===== src/sv/bba_pkg.sv =====
// shared types and constants of the buddy block allocator
`default_nettype none
package bba_pkg;

   // field widths
   localparam int FUNC_W    = 2;
   localparam int REQ_W     = 22;
   localparam int OFF_W     = 22;
   localparam int STAT_W    = 3;
   localparam int LVL_OUT_W = 4;
   localparam int CFG_W     = 4;
   localparam int NEED_W    = REQ_W + 1;

   // function codes of a request beat
   localparam logic [FUNC_W-1:0] FUNC_ALLOC = 2'd0;
   localparam logic [FUNC_W-1:0] FUNC_FREE  = 2'd1;
   localparam logic [FUNC_W-1:0] FUNC_INIT  = 2'd2;

   // status codes of a response beat
   localparam logic [STAT_W-1:0] ST_OK         = 3'd0;
   localparam logic [STAT_W-1:0] ST_TOO_LARGE  = 3'd1;
   localparam logic [STAT_W-1:0] ST_NO_MEMORY  = 3'd2;
   localparam logic [STAT_W-1:0] ST_NOT_ALLOC  = 3'd3;
   localparam logic [STAT_W-1:0] ST_BAD_OFFSET = 3'd4;

   // command codes between front and back
   localparam logic [1:0] CMD_ALLOC = 2'd0;
   localparam logic [1:0] CMD_FREE  = 2'd1;
   localparam logic [1:0] CMD_INIT  = 2'd2;
   localparam logic [1:0] CMD_DONE  = 2'd3;

   // register map
   localparam logic REG_MIN_LOG2 = 1'b0;
   localparam logic REG_LEVELS   = 1'b1;

   // register limits and reset values
   localparam logic [CFG_W-1:0] MIN_LOG2_LO  = 4'd4;
   localparam logic [CFG_W-1:0] MIN_LOG2_HI  = 4'd12;
   localparam logic [CFG_W-1:0] MIN_LOG2_RST = 4'd5;
   localparam logic [CFG_W-1:0] LEVELS_RST   = 4'd11;

   // control part of a queued command
   typedef struct packed {
      logic [1:0]        op;
      logic [STAT_W-1:0] status;
   } cmd_ctl_type;

endpackage
`default_nettype wire


===== src/sv/bba_front.sv =====
// request classifier: size level, offset checks, command build
`default_nettype none
module bba_front import bba_pkg::*; #(
   parameter int MAX_LEVELS   = 11,
   parameter int HEADER_BYTES = 16,
   parameter int LVL_W        = 4,
   parameter int LEAF_W       = 10
) (
   input  wire logic [FUNC_W-1:0] func,
   input  wire logic [REQ_W-1:0]  request_bytes,
   input  wire logic [OFF_W-1:0]  block_offset,
   input  wire logic [CFG_W-1:0]  min_log2,
   input  wire logic [LVL_W-1:0]  top_level,
   output cmd_ctl_type            cmd_ctl,
   output logic [LVL_W-1:0]       cmd_level,
   output logic [LEAF_W-1:0]      cmd_leaf
);

   logic [NEED_W-1:0] need;
   logic [NEED_W-1:0] need_m1;
   logic              fit_found;
   logic [LVL_W-1:0]  fit_level;
   logic              region_bad;
   logic              align_bad;

   // bytes needed including the header
   assign need    = NEED_W'(request_bytes) + NEED_W'(HEADER_BYTES);
   assign need_m1 = need - NEED_W'(1);

   // smallest level whose block holds the need
   always_comb begin
      fit_found = 1'b0;
      fit_level = '0;
      for (int l = MAX_LEVELS - 1; l >= 0; l--) begin
         if ((l <= int'(top_level)) &&
             ((need == '0) || ((need_m1 >> (int'(min_log2) + l)) == '0))) begin
            fit_found = 1'b1;
            fit_level = LVL_W'(l);
         end
      end
   end

   // offset checks for a free
   assign region_bad = (block_offset >> (int'(min_log2) + int'(top_level))) != '0;
   assign align_bad  = (block_offset & ~({OFF_W{1'b1}} << min_log2)) != '0;
   assign cmd_leaf   = LEAF_W'(block_offset >> min_log2);

   // command selection
   always_comb begin
      cmd_ctl.op     = CMD_DONE;
      cmd_ctl.status = ST_OK;
      cmd_level      = fit_level;
      case (func)
         FUNC_ALLOC: begin
            if (fit_found) begin
               cmd_ctl.op = CMD_ALLOC;
            end else begin
               cmd_ctl.status = ST_TOO_LARGE;
            end
         end
         FUNC_FREE: begin
            if (region_bad || align_bad) begin
               cmd_ctl.status = ST_BAD_OFFSET;
            end else begin
               cmd_ctl.op = CMD_FREE;
            end
         end
         FUNC_INIT: begin
            cmd_ctl.op = CMD_INIT;
         end
         default: begin
            cmd_ctl.op = CMD_DONE;
         end
      endcase
   end

endmodule
`default_nettype wire


===== config.mk =====
export PLATFORM = sky130hd
export DESIGN_NAME = bba_front
export DESIGN_NICKNAME = d
export VERILOG_FILES = /design/src/sv/bba_pkg.sv /design/src/sv/bba_front.sv
export SDC_FILE = /design/constraint.sdc
export NUM_CORES = 1
export LEC_CHECK = 0
export BUFFER_PORTS_ARGS = -buffer_cell sky130_fd_sc_hd__buf_2
export CORE_UTILIZATION = 45
export DETAILED_ROUTE_END_ITERATION = 8
export PLACE_DENSITY = 0.65
export SLEW_MARGIN = 25
export SYNTH_ARGS = -nofsm -noshare
export SYNTH_HDL_FRONTEND = slang
export SYNTH_SLANG_ARGS = --single-unit

===== constraint.sdc =====
create_clock -name vclk -period 8.7
set_input_delay 1.305 -clock vclk [all_inputs]
set_output_delay 1.305 -clock vclk [all_outputs]
set_load 0.03 [all_outputs]

* Word-level counts from Yosys, hierarchy flattened
Cells that the tools add are included.
** Cells by class
- $add $sub $neg :: 13
- Magnitude comparators :: 10
- Eq/ne operators :: 2
- Shifts and indexed selects :: 14
- Multiplexer cells :: 28
- Bitwise logic cells :: 2
- Reduce and logical (&&, ||, !) cells :: 37
** Operators by type and width (count)
- 23-bit zero test :: 12
- 23-bit by 5-bit >> shifter with 23-bit output :: 10
- 4-bit 2-to-1 mux :: 11
- 22-bit nonzero test :: 2
- 22-bit by 5-bit adder with 23-bit output (second input constant) :: 1
- 23-bit by 4-bit >> shifter with 23-bit output :: 1
- 23-bit by 1-bit subtractor with 23-bit output (second input constant) :: 1
- 22-bit AND :: 1
- 22-bit NOT :: 1
- 22-bit by 4-bit << shifter with 22-bit output (first input constant) :: 1
- 22-bit by 4-bit >> shifter with 10-bit output :: 1
- 22-bit by 5-bit >> shifter with 22-bit output :: 1
- 4-bit by 3-bit adder with 5-bit output (second input constant) :: 4
- 3-bit by 4-bit <= comparator with 1-bit output (first input constant) :: 4
- 4-bit by 4-bit adder with 5-bit output (second input constant) :: 3
- 4-bit <= comparator (first input constant) :: 3
- 1-bit logical OR :: 12
- 1-bit 2-to-1 mux :: 12
- 4-bit by 2-bit adder with 5-bit output (second input constant) :: 2
- 1-bit logical AND :: 10
- 2-bit by 4-bit <= comparator with 1-bit output (first input constant) :: 2
- 2-bit case mux with 3 select lines :: 1
- 3-bit case mux with 2 select lines :: 1
- 4-bit by 1-bit adder with 5-bit output (second input constant) :: 1
- 7 further kinds :: 8
** Word-level totals
- Register bits :: 0
- Input port bits :: 54
- Logic and storage cells :: 106

* Longest topological paths before layout
- Depth after elaboration :: 19
- Gate-level depth with buffers :: 16
- Gate-level depth less buffers :: 15

* Worst setup path before layout
No wires, ideal clock.
- Path type :: in2out
- Start point :: input port request_bytes[4]
- End point :: output port cmd_level[1]
- Data arrival time :: 5638 ps
- Slack :: 1757 ps
- Cell stages on the path :: 15
- Path through :: ha_1 -> buf_2 -> xnor2_1 -> a31oi_1 -> or4_1 -> nor4_2 -> mux2i_1 -> o21ai_2 -> mux4_2 -> or4_4 -> o41ai_4 -> nand2_2 -> nor2_2 -> a2bb2oi_1 -> a211oi_1
** Between the ends
- Cells in the longest elaborated chain, start to end :: 17
** Ends and longest elaborated chain
- start: declaration :: line bba_front.sv:10 : input wire logic [REQ_W-1:0] request_bytes,
- 22-bit by 5-bit adder with 23-bit output * :: line bba_front.sv:27 : assign need = NEED_W'(request_bytes) + NEED_W'(HEADER_BYTES);
- 23-bit by 1-bit subtractor with 23-bit output :: line bba_front.sv:28 : assign need_m1 = need - NEED_W'(1);
- 23-bit by 5-bit >> shifter with 23-bit output :: line bba_front.sv:36 : ((need == '0) || ((need_m1 >> (int'(min_log2) + l)) == '0))) begin
- 23-bit zero test :: line bba_front.sv:36
- 1-bit logical OR :: line bba_front.sv:36
- 1-bit logical AND :: line bba_front.sv:35 : if ((l <= int'(top_level)) &&
- 4-bit 2-to-1 mux (10 in series) :: line bba_front.sv:35
- 4-bit 2-to-1 mux * :: line bba_front.sv:35
- end: declaration :: line bba_front.sv:15 : output logic [LVL_W-1:0] cmd_level,
Mark *: on every way between the ends. The rest lies on a longest branch, timed or not.

* Worst setup path after layout
- Start point :: input port request_bytes[8]
- End point :: output port cmd_level[0]
** Between the ends
- Cells in the longest elaborated chain, start to end :: 16
** Ends and longest elaborated chain (line)
- 22-bit by 5-bit adder with 23-bit output * :: bba_front.sv:27
- 23-bit by 1-bit subtractor with 23-bit output :: bba_front.sv:28
- 23-bit by 5-bit >> shifter with 23-bit output :: bba_front.sv:36
- 23-bit zero test :: bba_front.sv:36
- 1-bit logical OR :: bba_front.sv:36
- 1-bit logical AND :: bba_front.sv:35
- 4-bit 2-to-1 mux (9 in series) :: bba_front.sv:35
- 4-bit 2-to-1 mux * :: bba_front.sv:35
Marks and branches as above.

==> results.ini <==
[outcome]
status=completed

[floorplanning]
dieArea_um2=10100
coreArea_um2=9330
fp.dieW_um=101
start_util=0.468
io_pins=73
die_height_um=101
rows=35

[cells_and_area]
fin_util=0.507
regArea_um2=0
syn2layout_area_growth_pct=8.19
multi_input_area_um2=4090
fill_cells=983
fin_area_um2=4730
n_antenna_cell=0
seq_cell_count=0
nets=742
clkbuf_count=0
drive_gt1_frac=0.191

[worst_setup_path]
crit_path_max_fanout=13
worstSetupPathType=in -> out
arrival_ns=6.18
crit_required_ns=7.39
startpoint_type=input port
critPathCaptureType=output port

[pwr]
p_int_mw=0.100
seq_power_share=0
switchingPower_mw=0.169
ir_worst_vdd_mv=0.0199
powerDensity_nw_per_um2=57.1
p_sw_frac=0.628
totalPowerFinal_mw=0.270
p_leak_nw=1.76
clkPwrFrac=0
p_comb_frac=1.000

[placement]
gp_congestion=0.963
io_buffer_count=72
placed_area_um2=4730
hpwl_um=11200

[yosys]
syn_avg_cell_area_um2=6.71
yosysSeqAreaShare=0
synth_area_um2=4370
synth_area_leaders=mux2i_1, mux4_2, nor2_1
synthCells=651
ys_warn_count=0
yosysTopAreaCellShare=0.0779
synth_common_cells=nor2_1, nand2_1, a21oi_1
syn_nets=712
synth_cell_types=88
yosysMostFrequentCell=nor2_1
synth_area_leader_cell=mux2i_1

[drt]
drt_iter0_drc=360
drt_first_pass_iters=5
wl_um=14700
via_per_inst=6.68
ant_nets=0
routedWlPerCell_um=18.2
dr_total_vias=5397
drc=0

[sta]
tightest_slew_ns=0.839
period_needed_ns=7.49
rsz0062_at_grt=false
maxSlewViolCount=0
tns_ns=0
fmax_ghz=0.134
final-hold-violation-count=0
fin_crit_sh=0.861
timing.hold.ws_ns=2.93
finalSetupViolCount=0
slew_headroom=0.435

[grt]
globalRoute.totalOverflow=0
grt_max_degree=49
antenna_found_initial=0
grtUsageTotal=0.287
grt_pass1_vias=4814
grt_pass1_wl_um=24000

[worst_hold_path]
min_path_type=in -> out

[flow_run]
drv_cap=0

[clock_tree]
ctsResizeCount=0
cts-hold-fix-buffers=0
post_cts_buffers=0

routing by layer:
layer  track usage  part of all wire
met5             0                 0
met4        0.0323            0.0081
met3        0.0201             0.070
met2         0.492              0.48
met1         0.406              0.44
final timing paths:
path	start	end	slack, ns	cells past startpoint
worst max-delay path	request_bytes[8]	cmd_level[0]	1.21	15
worst min-delay path	func[1]	cmd_ctl[2]	2.93	3
cell type report:
type | count | area share
Multi-Input combinational cell | 583 | 0.866
Inverter | 18 | 0.0143
Timing Repair Buffer | 78 | 0.0858
Tap cell | 129 | 0.0342
cells in the final DEF, fill, tap and decap left out, types with 12 or more instances in the layout:
| cell type | Yosys | layout |
|---|---|---|
| nor2_1 | 78 | 78 |
| buf_2 | 7 | 72 |
| nand2_1 | 50 | 50 |
| a21oi_1 | 45 | 45 |
| o21ai_0 | 40 | 40 |
| mux2i_1 | 34 | 34 |
| xnor2_1 | 25 | 25 |
| nor3_1 | 23 | 23 |
| a211oi_1 | 19 | 19 |
| inv_1 | 18 | 18 |
| nand3_1 | 14 | 14 |
| mux4_2 | 13 | 13 |
| and2_1 | 13 | 13 |
| nand4_1 | 13 | 13 |
| o22ai_1 | 12 | 12 |
critical path, stage by stage:
cell and delay [ns]:
buf_2 0.15, nand4_1 0.50, or4_1 0.76, xor2_1 0.48, nand2_1 0.26, o31ai_4 0.31, o21ai_2 0.10, mux4_2 0.51
or4_4 0.54, o41ai_4 0.34, nand4_1 0.24, o211a_1 0.29, nor3_2 0.14, a211oi_2 0.08, buf_2 0.19
power groups by stage:
| stage | clock (mW) | combinational (mW) | sequential [mW] |
|---|---|---|---|
| 2_1_floorplan | 0 | 0.196 | 0 |
| 3_3_place_gp | 0 | 0.262 | 0 |
| 4_1_cts | 0 | 0.266 | 0 |
| 3_5_place_dp | 0 | 0.265 | 0 |
| 6_report | 0 | 0.270 | 0 |
| 5_1_grt | 0 | 0.295 | 0 |
cells by family after synthesis:
kind of cell	synth area share
AOI/OAI and AO/OA	0.334
other	0.000859
and+or+nand+nor	0.329
buffers and inverters	0.0633
adders and majority gates	0.0241
muxes	0.172
xor gates and xnor gates	0.0776
metrics by stage:
step / cells / setup WS (ns)
after floorplan: 651 / 1.76
after global placement: 808 / 1.37
after detailed placement: 808 / 1.27
after CTS: 808 / 1.25
after global routing: 808 / 0.833
final: 808 / 1.21
Power figures use the tool's default switching activity.
