===== src/sv/bba_queue.sv =====
// short command queue between front and back
`default_nettype none
module bba_queue #(
   parameter int WIDTH = 8,
   parameter int DEPTH = 2
) (
   input  wire logic             clock,
   input  wire logic             reset,
   input  wire logic             push,
   input  wire logic [WIDTH-1:0] push_data,
   input  wire logic             pop,
   output logic [WIDTH-1:0]      pop_data,
   output logic                  full,
   output logic                  empty
);

   localparam int PTR_W = (DEPTH > 1) ? $clog2(DEPTH) : 1;
   localparam int CNT_W = $clog2(DEPTH + 1);

   logic [WIDTH-1:0] slot_ff [DEPTH];
   logic [PTR_W-1:0] wr_ptr_ff, wr_ptr_in;
   logic [PTR_W-1:0] rd_ptr_ff, rd_ptr_in;
   logic [CNT_W-1:0] count_ff, count_in;
   logic             do_push;
   logic             do_pop;

   assign full     = (count_ff == CNT_W'(DEPTH));
   assign empty    = (count_ff == '0);
   assign do_push  = push && !full;
   assign do_pop   = pop && !empty;
   assign pop_data = slot_ff[rd_ptr_ff];

   // pointer and fill update
   always_comb begin
      wr_ptr_in = wr_ptr_ff;
      rd_ptr_in = rd_ptr_ff;
      count_in  = count_ff;
      if (do_push) begin
         wr_ptr_in = (wr_ptr_ff == PTR_W'(DEPTH - 1)) ? '0 : wr_ptr_ff + 1'b1;
      end
      if (do_pop) begin
         rd_ptr_in = (rd_ptr_ff == PTR_W'(DEPTH - 1)) ? '0 : rd_ptr_ff + 1'b1;
      end
      if (do_push && !do_pop) begin
         count_in = count_ff + 1'b1;
      end else if (do_pop && !do_push) begin
         count_in = count_ff - 1'b1;
      end
   end

   always_ff @(posedge clock) begin
      if (reset) begin
         wr_ptr_ff <= '0;
         rd_ptr_ff <= '0;
         count_ff  <= '0;
      end else begin
         wr_ptr_ff <= wr_ptr_in;
         rd_ptr_ff <= rd_ptr_in;
         count_ff  <= count_in;
      end
   end

   // entry storage
   always_ff @(posedge clock) begin
      if (do_push) begin
         slot_ff[wr_ptr_ff] <= push_data;
      end
   end

endmodule
`default_nettype wire


===== config.mk =====
export PLATFORM = sky130hd
export DESIGN_NAME = bba_queue
export DESIGN_NICKNAME = d
export VERILOG_FILES = /design/src/sv/bba_queue.sv
export SDC_FILE = /design/constraint.sdc
export NUM_CORES = 1
export LEC_CHECK = 0
export ABC_AREA = 1
export BUFFER_PORTS_ARGS = -buffer_cell sky130_fd_sc_hd__buf_4
export CAP_MARGIN = 20
export CORE_AREA = 5 5 49 51
export DETAILED_ROUTE_END_ITERATION = 10
export DIE_AREA = 0 0 54 56
export GPL_TIMING_DRIVEN = 0
export PLACE_DENSITY_LB_ADDON = 0.05
export SLEW_MARGIN = 20
export SYNTH_ARGS = -nofsm -noshare
export SYNTH_HDL_FRONTEND = slang
export SYNTH_SLANG_ARGS = --single-unit

===== constraint.sdc =====
create_clock -name clock -period 2.79 [get_ports clock]
set_input_delay 0.558 -clock clock [delete_from_list [all_inputs] [get_ports clock]]
set_output_delay 0.558 -clock clock [all_outputs]
set_load 0.01 [all_outputs]

Word level (Yosys, flattened, before mapping)
Memory sizes are Yosys's and may differ from the RTL's. A register that Yosys moved wholly into a read port is not among the register bits.
Cells that the tools add are included.
{"block": "totals", "regBits": 4, "ramBits": 16, "mem_count": 1}
{"block": "classes", "n_addsub": 4, "n_eq_ne": 1, "muxes": 8, "n_reduce_logical": 10}
{"memory": "slot_ff", "depth": 2, "word_bits": 8, "read_ports": 1, "rd_ports_with_merged_regs": 1, "write_ports": 1, "line": "20", "source": "logic [WIDTH-1:0] slot_ff [DEPTH];"}
{"op": "two-way mux 1 bit", "count": 6}
{"op": "logical AND 1 bit", "count": 4}
{"op": "logical NOT 1 bit", "count": 4}
{"op": "two-way mux 2 bit", "count": 2}
{"op": "adder 1 bit, second input constant", "count": 2}
{"op": "adder 2 x 1 -> 2 bit, second input constant", "count": 1}
{"op": "equality test 2 bit, second input constant", "count": 1}
{"op": "logical NOT 2 bit", "count": 1}
{"op": "nonzero test 2 bit", "count": 1}
{"op": "subtractor 2 x 1 -> 2 bit, second input constant", "count": 1}

Depth between registers and ports, before layout
Gate-level depths: netlist of the first run.
{"block": "logic_depth", "ltp_word": 7, "mapped_depth": 10}

Least setup slack after synthesis of the first run
No wires, ideal clock.
{"block": "synth_timing", "path_type": "register to output", "startpoint": "register (tool-made name)", "endpoint": "output pop_data[0]", "arrival_time_ns": 0.823, "setup_slack_ns": 1.409, "stages_incl_launch_ff": 3, "n_path_buf": 1, "cell_sequence": "dfxtp_1 > buf_2 > mux2_2"}
{"item": "end: declaration", "line": "12", "source": "output logic [WIDTH-1:0] pop_data,"}

==> results of run 1 <==
## cell type report
class                      instances  area [um^2]  area share [%]
tap                               27         33.8            3.23
clock buffer                       4         26.3            2.51
inverter                           9         33.8            3.23
multi-input combinational         31          209            20.0
timing repair buffer              21          158            15.1
buffer                             1         5.00           0.478
sequential                        21          581            55.5
## cell usage after synthesis
master	n
inv_2	2
nand3_1	1
mux2_2	8
nor2_1	9
edfxtp_1	16
dfxtp_1	5
nand2_1	4
o21ai_2	2
and2_4	1
o21ai_1	1
a21oi_1	1
ha_1	1
o21ai_0	2
nand4_1	1
buf_2	1
inv_1	7
## per-stage QoR
| step | util [%] | setup WS [ps] | instances |
|---|---|---|---|
| 2_1_floorplan | - | 1410 | 62 |
| 3_3_place_gp | 53.6 | 1130 | 110 |
| 3_5_place_dp | 53.6 | 1120 | 110 |
| 4_1_cts | 55.0 | 880 | 114 |
| 5_1_grt | 55.0 | 805 | 114 |
| 6_report | 55.0 | 913 | 114 |
## final timing paths
path | startpoint | to | slack [ps] | cells after the start
hold / removal | push_data[1] | slot_ff[1][1] | 450 | 1
hold reg to reg | wr_ptr_ff | wr_ptr_ff | 520 | 2
setup / recovery | flop | pop_data[0] | 910 | 3
setup reg to reg | count_ff[0] | slot_ff[1][7] | 1250 | 2
## state kept, by name, indices dropped and copies added (netlist names), named ones only
| signal | count |
|---|---|
| slot_ff | 16 |
| count_ff | 2 |
| rd_ptr_ff | 1 |
| wr_ptr_ff | 1 |
## per-layer routing
layer	up-vias	track usage [%]	share of wire (%)	wire, um
met1	231	8.64	38	460
met4	0	6.41	0	0
met3	0	2.95	7.1	86
met2	11	16.6	55	670
li1	260	-	-	-
met5	-	0	0	0
## logic make-up (layout without fill, tap and decap cells)
kind of cell               Yosys count  count (layout)  share of synthesized area [%]
adders and majority gates            1               1                           1.51
AOI/OAI and AO/OA                    6               6                           4.53
and+or+nand+nor                     16              16                           8.31
muxes                                8               8                           10.9
buffers and inverters               10              35                           4.68
DFF                                 21              21                           70.1
## power groups by stage
stage	clock network, mW	registers (mW)	logic [mW]
after floorplan	0	0.432	0.192
after global placement	0	0.437	0.300
after detailed placement	0	0.441	0.303
after CTS	0.141	0.433	0.304
after global routing	0.159	0.441	0.330
final	0.135	0.432	0.296
## worst max-delay path, stage by stage (launching register included)
cell and delay, ps:
dfxtp_1 330, buf_2 210, mux2_2 360, buf_4 140
==> results.tsv, run 1 <==
metric	value	unit
Die ar.	3020	um^2
clock sink count	21	
maximum vdd drop	0.000493	V
Final #Nets	101	
CP arrival	1320	ps
Worst Hold Class	primary input to flop	
clock skew	0.652	ps
share of layout cells above drive strength 1	43.7	%
Post-CTS Hold Fix Bufs	0	
Clock Tree Root	clkbuf_4	
Cell Area, Placed	1020	um^2
post-route cell area	1050	um^2
largest net degree at the start of global routing	12	
Via-to-Cell Ratio	4.40	
drt first-iter violations	1	
Placement Rows	16	
internal power	0.605	mW
Setup-failing EPs final	0	
Congestion Overflow GR	0	
post-synth net total	75	
first-pass GRT wire length	2.01	mm
PostCTS Resize Cnt	0	
iteration count of the initial detailed-routing pass	2	
NetSw	0.258	mW
Slew @ Worst Pin	668	ps
Fmax achieved	533	MHz
CP Data Required Time	2230	ps
IO Pins	22	
FILL cells	174	
Worst-Skew Late Latency	290	ps
Clock Pin Slew Worst Setup and Hold Paths	100	ps
setup TNS	0	ps
Core Area	1900	um^2
final hold violations	0	
Residual DRC	0	
routed via count	502	
count of cell types in the netlist	16	
Worst setup EP type	output pin	
Die Y	56	um
LEAKAGE	0.428	nW
Sequential Power Share	50.1	%
Tcrit/Tclk final	67.3	%
CP Max Fanout	8	
Syn. warnings	0	
Num CTS Buffers	3	
Routed WL	1.22	mm
Yosys top cell area share	58.0	%
worst hold-check slack	449	ps
gpl congestion	0.645	
most frequent cells in the layout	21 x buf_4, 16 x edfxtp_1, 9 x nor2_1	
Power Total	0.863	mW
clock tree buffer depth	2	
Routed Antenna Nets	0	
Clock Power Share	15.6	%
H-tree depth	1	
Initial Utilization	43.6	%
postcts setup bufs	0	
CTS tree	yes	
Pwr Density	825	nW/um^2
Startpoint Class	flop	
vias in the first global route	520	
min Tclk post-route	1880	ps
WL/cell	10.7	um
ranking of synthesized cells by area	edfxtp_1 58%, dfxtp_1 12%, mux2_2 11%	
most common cell after layout, fill and taps aside	buf_4	
unrepaired setup endpoints after global routing	no	
post-synthesis cell area	828	um^2
Avg Cell Area, Syn	13.4	um^2
Tot GR Track Use	9.41	%
detailed placer's ending HPWL	951	um
Post-Syn Instances	62	
I/O Buffers	21	
outcome	finished clean	
flop and latch count out of synthesis	21	
Ant. Diodes	0	
P&R area growth vs syn	26.3	%
post-synthesis sequential area ratio	70.1	%
combinational fraction of design power	34.3	%
cell taking the most area after synthesis	edfxtp_1	
Slew HR	55.3	%
Switching Share	29.9	%
Die Wd	54	um
Final Max Slew Viols	0	
critical path class	flop to output pin	
Max Cap Violations	0	
initial antenna violation count	0	
Power figures use the tool's default switching activity.
==> run 2, diff against run 1 <==
--- a/config.mk
+++ b/config.mk
@@ -5,12 +5,12 @@
 export SDC_FILE = /design/constraint.sdc
 export NUM_CORES = 1
 export LEC_CHECK = 0
-export ABC_AREA = 1
+export ABC_AREA = 0
 export BUFFER_PORTS_ARGS = -buffer_cell sky130_fd_sc_hd__buf_4
 export CAP_MARGIN = 20
-export CORE_AREA = 5 5 49 51
+export CORE_AREA = 5 5 48 50
 export DETAILED_ROUTE_END_ITERATION = 10
-export DIE_AREA = 0 0 54 56
+export DIE_AREA = 0 0 53 55
 export GPL_TIMING_DRIVEN = 0
 export PLACE_DENSITY_LB_ADDON = 0.05
 export SLEW_MARGIN = 20
==> constraint.sdc (replaced) <==
create_clock -name clock -period 1.79 [get_ports clock]
set_input_delay 0.358 -clock clock [delete_from_list [all_inputs] [get_ports clock]]
set_output_delay 0.358 -clock clock [all_outputs]
set_load 0.01 [all_outputs]
==> run 2 against run 1 <==
Register-to-register slack got worse by 1000 ps. Total power is 55% higher. Sequential share of layout area increased by 1.9 points. Combinational power rose by 56%. Global-route usage rose by 0.17 points. Final cell count down 11%. Largest cell class unchanged. Wire length shrank 2.2%. Worst hold slack worse by 210 ps. Count of clock-buffer cells in the layout decreased by 1. First-iteration DRC count rose to 3.0 times the previous value. Clock skew is 5.8 ps higher. Setup slack lost 800 ps.
==> results.tsv, run 2 <==
metric	value	unit	change
LEAKAGE	0.404	nW	was 0.428 nW
clock tree buffer depth	2		unchanged
most common cell after layout, fill and taps aside	buf_4		unchanged
min Tclk post-route	1680	ps	
Slew HR	73.8	%	was 55.3%
Residual DRC	0		unchanged
Routed Antenna Nets	0		unchanged
Most Crowded Layer GR	met2		unchanged
Hold Path Cell Cnt	1		unchanged
first-pass GRT wire length	1.93	mm	was 2.01 mm
Num CTS Buffers	3		unchanged
clock skew	6.49	ps	was 0.652 ps
Slew @ Worst Pin	393	ps	was 668 ps
M1 GR Usage	10.8	%	was 8.64%
IO Pins	22		unchanged
reg2reg path depth	4		was 2
Syn. warnings	0		unchanged
Clock Tree Root	clkbuf_4		unchanged
share of layout cells above drive strength 1	46.7	%	was 43.7%
met3 usage in global routing	3.75	%	was 2.95%
H-tree depth	1		unchanged
Reg with most FFs	slot_ff		unchanged
post-synth net total	63		was 75
critical path class	flop to output pin		unchanged
Final Max Slew Viols	0		unchanged
postcts setup bufs	0		unchanged
Clock Power Share	16.1	%	was 15.6%
setup TNS	0	ps	unchanged
Post-synth ARST share	0	%	unchanged
unrepaired setup endpoints after global routing	no		unchanged
CP Data Required Time	1430	ps	was 2230 ps
Largest regs	slot_ff x16, count_ff x2		unchanged
CP max stage delay	360	ps	about the same
worst hold start	push_data[1]		unchanged
Pwr Density	1320	nW/um^2	was 825 nW/um^2
CP max stage cell	mux2_2		unchanged
PostCTS Resize Cnt	0		unchanged
Fmax achieved	595	MHz	
Switching Share	29.1	%	was 29.9%
WL/cell	11.7	um	was 10.7 um
Synth Flop Type	edfxtp_1		unchanged
final hold violations	0		unchanged
iteration count of the initial detailed-routing pass	2		unchanged
FILL cells	169		was 174
FF-to-FF End	count_ff[1]		was slot_ff[1][7]
clock sink count	21		unchanged
detailed placer's ending HPWL	864	um	was 951 um
P&R area growth vs syn	27.6	%	was 26.3%
Worst setup EP type	output pin		unchanged
Final #Nets	89		was 101
Post-CTS Hold Fix Bufs	0		unchanged
ranking of synthesized cells by area	edfxtp_1 61%, dfxtp_1 13%, mux2_2 11%		was edfxtp_1 58%, dfxtp_1 12%, mux2_2 11%
Final Core Density	54.4	%	was 55.0%
Placement Rows	16		unchanged
synth cell count leaders	16 x edfxtp_1, 8 x mux2_2, 5 x dfxtp_1, 5 x nor2_1		was 16 x edfxtp_1, 9 x nor2_1, 8 x mux2_2
CTS tree	yes		unchanged
Sequential Power Share	49.4	%	was 50.1%
r2r startpoint	count_ff[0]		unchanged
Die Wd	53	um	was 54 um
post-synthesis cell area	793	um^2	was 828 um^2
Power Total	1.34	mW	was 0.863 mW
post-synthesis sequential area ratio	73.2	%	was 70.1%
Worst Hold End	slot_ff[0][1]		was slot_ff[1][1]
CP Cell Sequence	buf_2 > mux2_2 > buf_4		unchanged
most frequent cells in the layout	21 x buf_4, 16 x edfxtp_1, 8 x mux2_2		was 21 x buf_4, 16 x edfxtp_1, 9 x nor2_1
count of cell types in the netlist	13		was 16
r2r setup slk	210	ps	was 1250 ps
I/O Buffers	21		unchanged
Worst Hold Class	primary input to flop		unchanged
Routed WL	1.19	mm	was 1.22 mm
Max Cap Violations	0		unchanged
initial antenna violation count	0		unchanged
Worst-Skew Late Latency	290	ps	about the same
max FFs per register	16		unchanged
Core Area	1860	um^2	was 1900 um^2
Avg Cell Area, Syn	15.9	um^2	was 13.4 um^2
flop and latch count out of synthesis	21		unchanged
internal power	0.950	mW	was 0.605 mW
Die ar.	2920	um^2	was 3020 um^2
Startpoint Class	flop		unchanged
top-count cell post-synth	edfxtp_1		unchanged
Die Y	55	um	was 56 um
CP arrival	1320	ps	about the same
gpl congestion	0.655		was 0.645
CP Max Fanout	8		unchanged
Ant. Diodes	0		unchanged
Yosys top cell area share	60.6	%	was 58.0%
Setup-failing EPs final	0		unchanged
outcome	finished clean		unchanged
Tcrit/Tclk final	93.9	%	
NetSw	0.390	mW	was 0.258 mW
Initial Utilization	42.6	%	was 43.6%
maximum vdd drop	0.000635	V	was 0.000493 V
Post-Syn Instances	50		was 62
routed via count	449		was 502
Via-to-Cell Ratio	4.40		about the same
cell taking the most area after synthesis	edfxtp_1		unchanged
largest net degree at the start of global routing	13		was 12
M2 GR Usage	15.7	%	was 16.6%
Tot GR Track Use	9.58	%	was 9.41%
vias in the first global route	458		was 520
drt first-iter violations	3		was 1
Clock Pin Slew Worst Setup and Hold Paths	110	ps	was 100 ps
Congestion Overflow GR	0		unchanged
combinational fraction of design power	34.5	%	was 34.3%
Post-synth EDFFs	16		unchanged
run 2: routing by layer:
metal  part of all wire (%)  vias up
met2                     49       14
met3                    6.2        0
li1                       -      230
met1                     45      205
met4                      0        0
met5                      0        -
run 2: cells by family (layout without fill, tap and decap cells):
group,Yosys count,after routing,synth area share (%)
flops,21,21,73.2
simple gates,9,9,5.84
mux,8,8,11.4
xor+xnor,3,3,3.31
buf+inv,3,28,1.58
compound gates,5,5,3.15
fa+ha+maj,1,1,1.58
run 2: worst max-delay path: cells and delay by family, from the launching register on:
| family | cells | cell delay [ps] |
|---|---|---|
| flip-flops | 1 | 320 |
| multiplexers | 1 | 360 |
| buffers and inverters | 2 | 350 |
run 2: per-stage QoR:
step                instance area, um^2  std cells  setup WS, ps  hold slack, ps
finish                             1010        102           108             236
global route                       1010        102          20.6             215
CTS                                1010        102          77.5             223
detailed placement                  985         98           203             485
global placement                    985         98           231             472
floorplan                           793         50           298             427
run 2: layout make-up:
type / count / area [um^2] / area share, %
clock buffers: 3 / 22.5 / 2.22
multi-input cells: 26 / 200 / 19.8
well taps: 27 / 33.8 / 3.34
repair buffers: 21 / 158 / 15.6
flip-flops and latches: 21 / 581 / 57.4
clock inverters: 1 / 5.00 / 0.494
plain buffers: 1 / 5.00 / 0.494
inverters: 2 / 7.51 / 0.742
run 2: worst max path at each step:
| stage | startpoint | to | slack [ps] | cells past startpoint |
|---|---|---|---|---|
| 2_1_floorplan | count_ff[1] | count_ff[1] | 300 | 5 |
| 5_1_grt | flop | pop_data[2] | 20 | 3 |
| 6_report | flop | pop_data[0] | 110 | 3 |
| 3_5_place_dp | count_ff[0] | count_ff[1] | 200 | 4 |
| 4_1_cts | flop | pop_data[7] | 80 | 3 |
| 3_3_place_gp | count_ff[0] | count_ff[1] | 230 | 4 |
run 2: power by group through the flow:
stage               registers [mW]  logic, mW  clock network, mW
detailed placement           0.673      0.473                  0
CTS                          0.662      0.475              0.229
global route                 0.673      0.514              0.246
global placement             0.671      0.470                  0
floorplan                    0.663      0.287                  0
finish                       0.662      0.463              0.216
